## config.mk

```make
export PLATFORM = sky130hd
export DESIGN_NAME = msb_first_bit_unpacker
export DESIGN_NICKNAME = d
export VERILOG_FILES = /design/src/rtl/msbu_pkg.sv /design/src/rtl/msbu_cfg.sv /design/src/rtl/msbu_in_stage.sv /design/src/rtl/msbu_extract.sv /design/src/rtl/msb_first_bit_unpacker.sv
export SDC_FILE = /design/constraint.sdc
export NUM_CORES = 1
export LEC_CHECK = 0
export BUFFER_PORTS_ARGS = -buffer_cell sky130_fd_sc_hd__buf_2
export CAP_MARGIN = 0
export CORE_UTILIZATION = 56
export DETAILED_ROUTE_END_ITERATION = 8
export GPL_TIMING_DRIVEN = 1
export PLACE_DENSITY = 0.78
export SYNTH_ARGS = -nofsm -noshare
export SYNTH_HDL_FRONTEND = slang
export SYNTH_SLANG_ARGS = --single-unit
```

## constraint.sdc

```tcl
create_clock -name i_clk -period 13.82 [get_ports i_clk]
set_clock_uncertainty 0.15 [all_clocks]
set_input_delay 2.764 -clock i_clk [delete_from_list [all_inputs] [get_ports i_clk]]
set_output_delay 2.764 -clock i_clk [all_outputs]
set_load 0.005 [all_outputs]
```

## src/rtl/msbu_pkg.sv

```systemverilog
package msbu_pkg;

    localparam int BYTE_BITS    = 8;
    localparam int BUF_BITS     = 15;
    localparam int NBITS_W      = 4;
    localparam int WIDTH_W      = 4;
    localparam int COUNT_W      = 11;
    localparam int CFG_INDEX_W  = 2;
    localparam int CFG_DATA_W   = 11;
    localparam int MAX_ELEMENTS = 1024;

    // register indexes of the configuration port
    localparam logic [CFG_INDEX_W-1:0] REG_ELEMENT_BITS  = 2'd0;
    localparam logic [CFG_INDEX_W-1:0] REG_ELEMENT_COUNT = 2'd1;

    localparam logic [WIDTH_W-1:0] RESET_WIDTH = 4'd8;
    localparam logic [COUNT_W-1:0] RESET_COUNT = 11'd256;

    // effective configuration plus a one-cycle string clear
    typedef struct packed {
        logic [WIDTH_W-1:0] width;
        logic [COUNT_W-1:0] count;
        logic               clear;
    } t_cfg;

    // one held input byte
    typedef struct packed {
        logic                 valid;
        logic [BYTE_BITS-1:0] data;
    } t_beat;

    // width register: zero reads as one, above a byte saturates
    function automatic logic [WIDTH_W-1:0] eff_width(input logic [WIDTH_W-1:0] raw);
        logic [WIDTH_W-1:0] w;
        w = raw;
        if (raw == '0) begin
            w = WIDTH_W'(1);
        end else if (raw > WIDTH_W'(BYTE_BITS)) begin
            w = WIDTH_W'(BYTE_BITS);
        end
        return w;
    endfunction

    // count register: zero reads as one, saturates at the maximum
    function automatic logic [COUNT_W-1:0] eff_count(input logic [COUNT_W-1:0] raw);
        logic [COUNT_W-1:0] c;
        c = raw;
        if (raw == '0) begin
            c = COUNT_W'(1);
        end else if (raw > COUNT_W'(MAX_ELEMENTS)) begin
            c = COUNT_W'(MAX_ELEMENTS);
        end
        return c;
    endfunction

    // low ones mask for an element of w bits, w in 1..8
    function automatic logic [BYTE_BITS-1:0] elem_mask(input logic [WIDTH_W-1:0] w);
        logic [BYTE_BITS:0] m;
        m = ((BYTE_BITS+1)'(1) << w) - (BYTE_BITS+1)'(1);
        return m[BYTE_BITS-1:0];
    endfunction

endpackage

```

## src/rtl/msbu_cfg.sv

```systemverilog
module msbu_cfg (
    input  logic                             i_clk,
    input  logic                             i_rst_n,
    input  logic                             i_cfg_valid,
    output logic                             o_cfg_ready,
    input  logic [msbu_pkg::CFG_INDEX_W-1:0] i_cfg_index,
    input  logic [msbu_pkg::CFG_DATA_W-1:0]  i_cfg_data,
    output msbu_pkg::t_cfg                   o_cfg
);

    logic [msbu_pkg::WIDTH_W-1:0] r_width;
    logic [msbu_pkg::COUNT_W-1:0] r_count;
    logic                         wr;
    logic                         hit_width;
    logic                         hit_count;

    // writes are always taken
    assign o_cfg_ready = 1'b1;
    assign wr          = i_cfg_valid && o_cfg_ready;
    assign hit_width   = wr && (i_cfg_index == msbu_pkg::REG_ELEMENT_BITS);
    assign hit_count   = wr && (i_cfg_index == msbu_pkg::REG_ELEMENT_COUNT);

    // effective values are stored, so the datapath never clamps
    always_ff @(posedge i_clk) begin
        if (!i_rst_n) begin
            r_width <= msbu_pkg::RESET_WIDTH;
            r_count <= msbu_pkg::RESET_COUNT;
        end else begin
            if (hit_width) begin
                r_width <= msbu_pkg::eff_width(i_cfg_data[msbu_pkg::WIDTH_W-1:0]);
            end
            if (hit_count) begin
                r_count <= msbu_pkg::eff_count(i_cfg_data[msbu_pkg::COUNT_W-1:0]);
            end
        end
    end

    assign o_cfg.width = r_width;
    assign o_cfg.count = r_count;
    // a write to a known register restarts the string at the same edge
    assign o_cfg.clear = hit_width || hit_count;

endmodule

```

## src/rtl/msbu_in_stage.sv

```systemverilog
module msbu_in_stage (
    input  logic                           i_clk,
    input  logic                           i_rst_n,
    input  logic                           i_in_valid,
    output logic                           o_in_stall,
    input  logic [msbu_pkg::BYTE_BITS-1:0] i_packed_byte,
    output msbu_pkg::t_beat                o_beat,
    input  logic                           i_take
);

    logic                           r_valid;
    logic [msbu_pkg::BYTE_BITS-1:0] r_byte;
    logic                           accept;

    // hold off new beats while the held byte is not yet merged
    assign o_in_stall = r_valid && !i_take;
    assign accept     = i_in_valid && !o_in_stall;

    always_ff @(posedge i_clk) begin
        if (!i_rst_n) begin
            r_valid <= 1'b0;
        end else begin
            r_valid <= accept || (r_valid && !i_take);
        end
    end

    // payload register
    always_ff @(posedge i_clk) begin
        if (accept) begin
            r_byte <= i_packed_byte;
        end
    end

    assign o_beat.valid = r_valid;
    assign o_beat.data  = r_byte;

endmodule

```

## src/rtl/msbu_extract.sv

```systemverilog
module msbu_extract (
    input  logic                           i_clk,
    input  logic                           i_rst_n,
    input  msbu_pkg::t_cfg                 i_cfg,
    input  msbu_pkg::t_beat                i_beat,
    output logic                           o_take,
    output logic                           o_out_valid,
    input  logic                           i_out_stall,
    output logic [msbu_pkg::BYTE_BITS-1:0] o_element_value,
    output logic                           o_last_element
);

    logic [msbu_pkg::BUF_BITS-1:0]  r_buf,   n_buf;
    logic [msbu_pkg::NBITS_W-1:0]   r_nbits, n_nbits;
    logic [msbu_pkg::COUNT_W-1:0]   r_done,  n_done;
    logic                           r_out_valid;
    logic [msbu_pkg::BYTE_BITS-1:0] r_out_value;
    logic                           r_out_last;

    logic                           have;
    logic                           fire;
    logic [msbu_pkg::NBITS_W-1:0]   shift;
    logic [msbu_pkg::BYTE_BITS-1:0] elem;
    logic [msbu_pkg::COUNT_W-1:0]   done_inc;
    logic                           is_last;
    logic [msbu_pkg::BUF_BITS-1:0]  post_buf;
    logic [msbu_pkg::NBITS_W-1:0]   post_nbits;
    logic [msbu_pkg::COUNT_W-1:0]   post_done;

    // one element leaves the buffer per cycle when the result register frees
    assign have     = r_nbits >= i_cfg.width;
    assign fire     = have && (!r_out_valid || !i_out_stall);
    assign shift    = r_nbits - i_cfg.width;
    assign elem     = msbu_pkg::BYTE_BITS'(r_buf >> shift) & msbu_pkg::elem_mask(i_cfg.width);
    assign done_inc = r_done + msbu_pkg::COUNT_W'(1);
    assign is_last  = done_inc >= i_cfg.count;

    // buffer state once this cycle's element is out
    always_comb begin
        post_buf   = r_buf;
        post_nbits = r_nbits;
        post_done  = r_done;
        if (fire) begin
            if (is_last) begin
                // trailing bits are dropped and a new string begins
                post_buf   = '0;
                post_nbits = '0;
                post_done  = '0;
            end else begin
                post_buf   = r_buf & ((msbu_pkg::BUF_BITS'(1) << shift)
                                      - msbu_pkg::BUF_BITS'(1));
                post_nbits = shift;
                post_done  = done_inc;
            end
        end
    end

    // the held byte joins once no whole element is left
    assign o_take = i_beat.valid && (post_nbits < i_cfg.width);

    always_comb begin
        n_buf   = post_buf;
        n_nbits = post_nbits;
        n_done  = post_done;
        if (o_take) begin
            n_buf   = msbu_pkg::BUF_BITS'({post_buf, i_beat.data});
            n_nbits = post_nbits + msbu_pkg::NBITS_W'(msbu_pkg::BYTE_BITS);
        end
        if (i_cfg.clear) begin
            n_buf   = '0;
            n_nbits = '0;
            n_done  = '0;
        end
    end

    // bit buffer state
    always_ff @(posedge i_clk) begin
        if (!i_rst_n) begin
            r_buf   <= '0;
            r_nbits <= '0;
            r_done  <= '0;
        end else begin
            r_buf   <= n_buf;
            r_nbits <= n_nbits;
            r_done  <= n_done;
        end
    end

    // result register
    always_ff @(posedge i_clk) begin
        if (!i_rst_n) begin
            r_out_valid <= 1'b0;
        end else if (fire) begin
            r_out_valid <= 1'b1;
        end else if (!i_out_stall) begin
            r_out_valid <= 1'b0;
        end
    end

    always_ff @(posedge i_clk) begin
        if (fire) begin
            r_out_value <= elem;
            r_out_last  <= is_last;
        end
    end

    assign o_out_valid     = r_out_valid;
    assign o_element_value = r_out_value;
    assign o_last_element  = r_out_last;

endmodule

```

## src/rtl/msb_first_bit_unpacker.sv

```systemverilog
// an accepted input beat passes the input register and the bit buffer before its first result beat is offered
// throughput: one byte per cycle while each byte gives at most one element and the
//   output does not stall; otherwise each byte is held back while its elements drain
//   through the single result register, which sends one element a cycle
// reset (synchronous, active low): bit buffer, counts and valids clear,
//   element width returns to 8 and element count to 256
module msb_first_bit_unpacker (
    input  logic                             i_clk,
    input  logic                             i_rst_n,
    input  logic                             i_cfg_valid,
    output logic                             o_cfg_ready,
    input  logic [msbu_pkg::CFG_INDEX_W-1:0] i_cfg_index,
    input  logic [msbu_pkg::CFG_DATA_W-1:0]  i_cfg_data,
    input  logic                             i_in_valid,
    output logic                             o_in_stall,
    input  logic [msbu_pkg::BYTE_BITS-1:0]   i_packed_byte,
    output logic                             o_out_valid,
    input  logic                             i_out_stall,
    output logic [msbu_pkg::BYTE_BITS-1:0]   o_element_value,
    output logic                             o_last_element
);

    msbu_pkg::t_cfg  cfg;
    msbu_pkg::t_beat beat;
    logic            take;

    // configuration registers
    msbu_cfg u_cfg (
        .i_clk       (i_clk),
        .i_rst_n     (i_rst_n),
        .i_cfg_valid (i_cfg_valid),
        .o_cfg_ready (o_cfg_ready),
        .i_cfg_index (i_cfg_index),
        .i_cfg_data  (i_cfg_data),
        .o_cfg       (cfg)
    );

    // input register
    msbu_in_stage u_in (
        .i_clk         (i_clk),
        .i_rst_n       (i_rst_n),
        .i_in_valid    (i_in_valid),
        .o_in_stall    (o_in_stall),
        .i_packed_byte (i_packed_byte),
        .o_beat        (beat),
        .i_take        (take)
    );

    // bit buffer, element cut and result register
    msbu_extract u_extract (
        .i_clk           (i_clk),
        .i_rst_n         (i_rst_n),
        .i_cfg           (cfg),
        .i_beat          (beat),
        .o_take          (take),
        .o_out_valid     (o_out_valid),
        .i_out_stall     (i_out_stall),
        .o_element_value (o_element_value),
        .o_last_element  (o_last_element)
    );

endmodule

```

==> results by stage <==
Run status:
- The run finished with clean final reports.

Clock network:
- The worst-skew pair later-pin latency is 0.35 ns.
- The post-cts hold buffer count is 0.
- The number of setup buffers added after CTS is 0.
- The cell chosen for the clock root is sky130_fd_sc_hd__clkbuf_8.
- The TritonCTS buffer count is 9.
- In this run the number of H-tree levels came out at 3.
- Counting every sink on the clock net gives 64.
- The CTS tree is yes.
- Clock-pin slew was measured on the worst setup and hold paths at 0.08 ns.
- The clock passes through at most 2 buffers.
- The number of gates resized after cts is 0.

Die:
- After floorplanning, the core was sized to cover 7250 um^2.
- For this configuration, the core starts out at a cell density of 57.8%.
- The floorplan step set the die width to 88.6 um.
- From bottom edge to top edge, the die measures 88.6 um.
- The row count is 31.
- The floorplan die area is 7840 um^2.
- The I/O pin count is 38.

Global route:
- The via count of the first global-routing pass came to 3,286.
- The aggregate global-route resource usage is 26.1%.
- The first global-routing pass estimated 15.7 mm of wire.
- The number of antenna violations at the first check in global routing is 0.
- The pin count of the biggest net entering global routing is 33.
- The global route total overflow is 0.

Worst setup path:
- The maximum fanout along the worst path is 20.
- On the worst path, the slowest cell contributes a delay of 0.45 ns.
- The endpoint required time on the critical path is 10.91 ns.
- The kind of cell with the highest combined delay on the critical path is simple AND/OR/NAND/NOR gates.
- The worst setup path is launched from a flop.
- The data arrival time at the worst-slack endpoint is 5.30 ns.
- The type of the setup path with the least slack is flop to primary output.
- The critical path contains buffers and inverters numbering 2 combined.
- The register-to-register path setup slack is 7.90 ns.
- Walking the worst path, the cells encountered are ha_1, nand3_1, nor3_1, nand3_1, xnor2_1, ha_1, nand3_1, a211oi_1, nor3b_2, o21a_1, inv_2, o31ai_1, ha_1, o211ai_1, and3b_1, nor3_1, o211ai_1, a21boi_1, buf_2.
- The master of the slowest instance on the critical path is sky130_fd_sc_hd__o21a_1.
- The type of element capturing the critical path is a primary output.

Run:
- The number of max-capacitance violations reported is 0.

Pwr:
- IR analysis of the VDD net gives a maximum drop of 0.0000585 V.
- In this run the static leakage power is 1.75 nW.
- In this run the power density over the cells is 122 nW/um^2.

Timing:
- For the finished layout, the period the worst path requires is 8.22 ns.
- Derived from the worst setup path, the maximum achievable clock frequency is 0.122 GHz.
- The worst path uses 59.5% of the clock period.
- In this run the tightest slew margin relative to its limit is 25.0%.
- The final-report max-slew violation count is 0.
- The final setup TNS is 0 ns.
- Setup violations remaining at the end of the flow were counted as 0.
- Setup repair after global routing left no endpoint under its margin.
- The number of endpoints with negative hold slack in the final report is 0.
- In the post-route analysis, the smallest setup slack over all paths is 5.60 ns.
- Final hold analysis gives a worst-case slack of 0.316 ns.
- At the pin with the least slew margin, the transition time is 1.12 ns.

Drt:
- The count of antenna-violating nets left after detailed routing is 0.
- In this run, the number of DRC markers left after iteration 0 of detailed routing was 358.
- The routed wire length on met3 is 640 um.
- The length of the first detailed-routing pass in iterations is 5.
- After detailed routing, the wire length on met1 is 4.64 mm.
- The ratio of routed vias to standard cells is 5.97.
- Summed over all layers, the routed wires come to 9.76 mm.
- The routed layout has 3,622 vias.
- The highest layer used for signal routing is met4.
- After detailed routing, the met2 layer carries 4.31 mm of wire.
- The average wire length per cell after detail routing is 16.1 um.
- The count of unresolved DRC violations after routing is 0.

Yosys:
- Counting every instance in the synthesized netlist gives 487.
- In the synthesized netlist, the cells that appear most often are sky130_fd_sc_hd__nand2_1 (50), sky130_fd_sc_hd__dfxtp_1 (47), sky130_fd_sc_hd__a21oi_1 (42).
- After synthesis the cells add up to 4200 um^2.
- The mean cell area of the mapped netlist is 8.61 um^2.
- The area share of the leading cell type in the synthesized netlist is 22.4%.
- The async set or reset register ratio after synthesis is 0%.
- In the synthesized netlist the dominant register cell turns out to be sky130_fd_sc_hd__dfxtp_1.
- After synthesis, flip-flops and latches occupy 34.6% of the total area.
- The Yosys step of the flow raised 0 warnings.
- In this run, synthesis produced a sequential element count of 64.
- The number of different library cells used by synthesis comes to 70.
- The synthesized net count is 535.
- In this run, synthesis inferred 17 flip-flops with an integrated enable.
- The synthesized design spends more area on one cell type than any other, namely sky130_fd_sc_hd__dfxtp_1.
- Sorting the synthesized cells by area gives the leading types as sky130_fd_sc_hd__dfxtp_1 (22%), sky130_fd_sc_hd__edfxtp_1 (12%), sky130_fd_sc_hd__ha_1 (6.3%).
- The cell with the most instances after synthesis is sky130_fd_sc_hd__nand2_1.

Placed design:
- At the end of routability-driven placement, the weighted congestion stood at 0.892.
- The number of I/O port buffers is 36.
- Summed over all nets, the half-perimeter wirelength after detailed placement is 6.92 mm.
- Including well taps, the total number of placed cells is 591.
- The minimum setup slack after placement is 5.77 ns.

Finish:
- The count of nets after finishing is 551.
- Compared with the post-synthesis result, the final layout area differs by 8.44%.
- The number of cells in the finished layout apart from fillers is 607.
- The post-route netlist has 14.4% of its cells at a drive strength greater than 1.
- The post-route core utilization is 62.7%.
- The filler cells instantiated in the layout total 620.
- The number of antenna diodes in the final layout is 0.

Min path:
- The min-delay analysis places its worst path in the category flop to flop.
-- cells in the final DEF (no fill, tap or decap), types with 3 or more instances in the layout --
cell type                   count
sky130_fd_sc_hd__and2_1         4
sky130_fd_sc_hd__xor2_1         4
sky130_fd_sc_hd__dfxtp_1       47
sky130_fd_sc_hd__nand2b_1       5
sky130_fd_sc_hd__o31ai_1        9
sky130_fd_sc_hd__nor3_1        12
sky130_fd_sc_hd__nor4_1         5
sky130_fd_sc_hd__a32o_1         9
sky130_fd_sc_hd__nor2_1        32
sky130_fd_sc_hd__inv_1         24
sky130_fd_sc_hd__mux4_2         3
sky130_fd_sc_hd__edfxtp_1      17
sky130_fd_sc_hd__ha_1          21
sky130_fd_sc_hd__buf_4          3
sky130_fd_sc_hd__o21a_1         3
sky130_fd_sc_hd__buf_2         36
sky130_fd_sc_hd__a211oi_1       4
sky130_fd_sc_hd__a21oi_1       42
sky130_fd_sc_hd__or3_1          3
sky130_fd_sc_hd__nor3b_1       10
sky130_fd_sc_hd__a31oi_1        5
sky130_fd_sc_hd__nand3b_1       3
sky130_fd_sc_hd__nor2b_1        7
sky130_fd_sc_hd__o21ai_0       16
sky130_fd_sc_hd__a22o_1         4
sky130_fd_sc_hd__a2111oi_0      3
sky130_fd_sc_hd__clkbuf_8      10
sky130_fd_sc_hd__and3_1         4
sky130_fd_sc_hd__o211ai_1       5
sky130_fd_sc_hd__nand2_1       50
sky130_fd_sc_hd__o21ai_1        6
sky130_fd_sc_hd__a21o_1         4
sky130_fd_sc_hd__mux2i_1       15
sky130_fd_sc_hd__xnor2_1        8
sky130_fd_sc_hd__nand3_1       26
sky130_fd_sc_hd__mux2_2         5
-- layer usage --
metal | up-vias | GRT usage, %
met5 | - | 0
met1 | 1657 | 35.9
met4 | 0 | 8.80
met3 | 22 | 6.62
li1 | 1808 | -
met2 | 135 | 40.1
-- layout make-up --
class	count	area [um^2]	area share, %
clock buffer	12	166	3.66
sequential	64	1450	31.9
clock inverter	4	25.0	0.550
tap	99	124	2.72
timing repair buffer	39	203	4.46
multi-input combinational	364	2490	54.6
inverter	25	93.8	2.06
-- report_power, final --
group          internal, mW  switching [mW]  total, mW
clock                0.0809          0.0784      0.159
sequential            0.212          0.0104      0.222
combinational        0.0607           0.111      0.172
total                 0.354           0.200      0.553
-- logic make-up after synthesis --
kind of cell | after synthesis | synth area share (%)
simple gates | 170 | 20.2
compound gates | 133 | 21.8
flops | 64 | 34.6
buf+inv | 59 | 6.14
mux | 23 | 6.53
fa+ha+maj | 22 | 6.74
xor+xnor | 15 | 3.94
other cells | 1 | 0.0894
-- worst register-to-register path, cell delays in order (launching register included) --
cell and delay (ns):
sky130_fd_sc_hd__dfxtp_1 0.43, sky130_fd_sc_hd__ha_1 0.22, sky130_fd_sc_hd__nand3_1 0.16, sky130_fd_sc_hd__nor3_1 0.44
sky130_fd_sc_hd__nand3_1 0.16, sky130_fd_sc_hd__xnor2_1 0.22, sky130_fd_sc_hd__ha_1 0.28, sky130_fd_sc_hd__nand3_1 0.17
sky130_fd_sc_hd__a211oi_1 0.09, sky130_fd_sc_hd__nor3b_2 0.26, sky130_fd_sc_hd__o21a_1 0.45, sky130_fd_sc_hd__inv_2 0.28
sky130_fd_sc_hd__o31ai_1 0.35, sky130_fd_sc_hd__ha_1 0.30, sky130_fd_sc_hd__o211ai_1 0.18, sky130_fd_sc_hd__and3b_1 0.26
sky130_fd_sc_hd__nor3_1 0.08, sky130_fd_sc_hd__o211a_1 0.19, sky130_fd_sc_hd__nor3_1 0.90, sky130_fd_sc_hd__a32o_1 0.30
-- worst paths after layout --
kind                             from            endpoint  cells after the start
setup / recovery  u_extract.r_done[0]          o_in_stall                     19
hold / removal         u_in.r_byte[1]  u_extract.r_buf[1]                      1
setup reg to reg  u_extract.r_done[0]  u_extract.r_buf[9]                     19
hold reg to reg        u_in.r_byte[1]  u_extract.r_buf[1]                      1
-- metrics by stage --
step	instance area (um^2)	power [mW]
floorplan	4200	0.354
global placement	4360	0.388
detailed placement	4360	0.393
CTS	4550	0.552
global route	4550	0.581
finish	4550	0.553
-- flip-flops by register name (all words and copies together), names as in the netlist --
signal and count:
u_cfg.r_count 11, u_cfg.r_width 4, u_extract.o_element_value 8, u_extract.o_last_element 1, u_extract.o_out_valid 1, u_extract.r_buf 15
u_extract.r_done 11, u_extract.r_nbits 4, u_in.r_byte 8, u_in.r_valid 1
(Power assumes the default switching activity.)
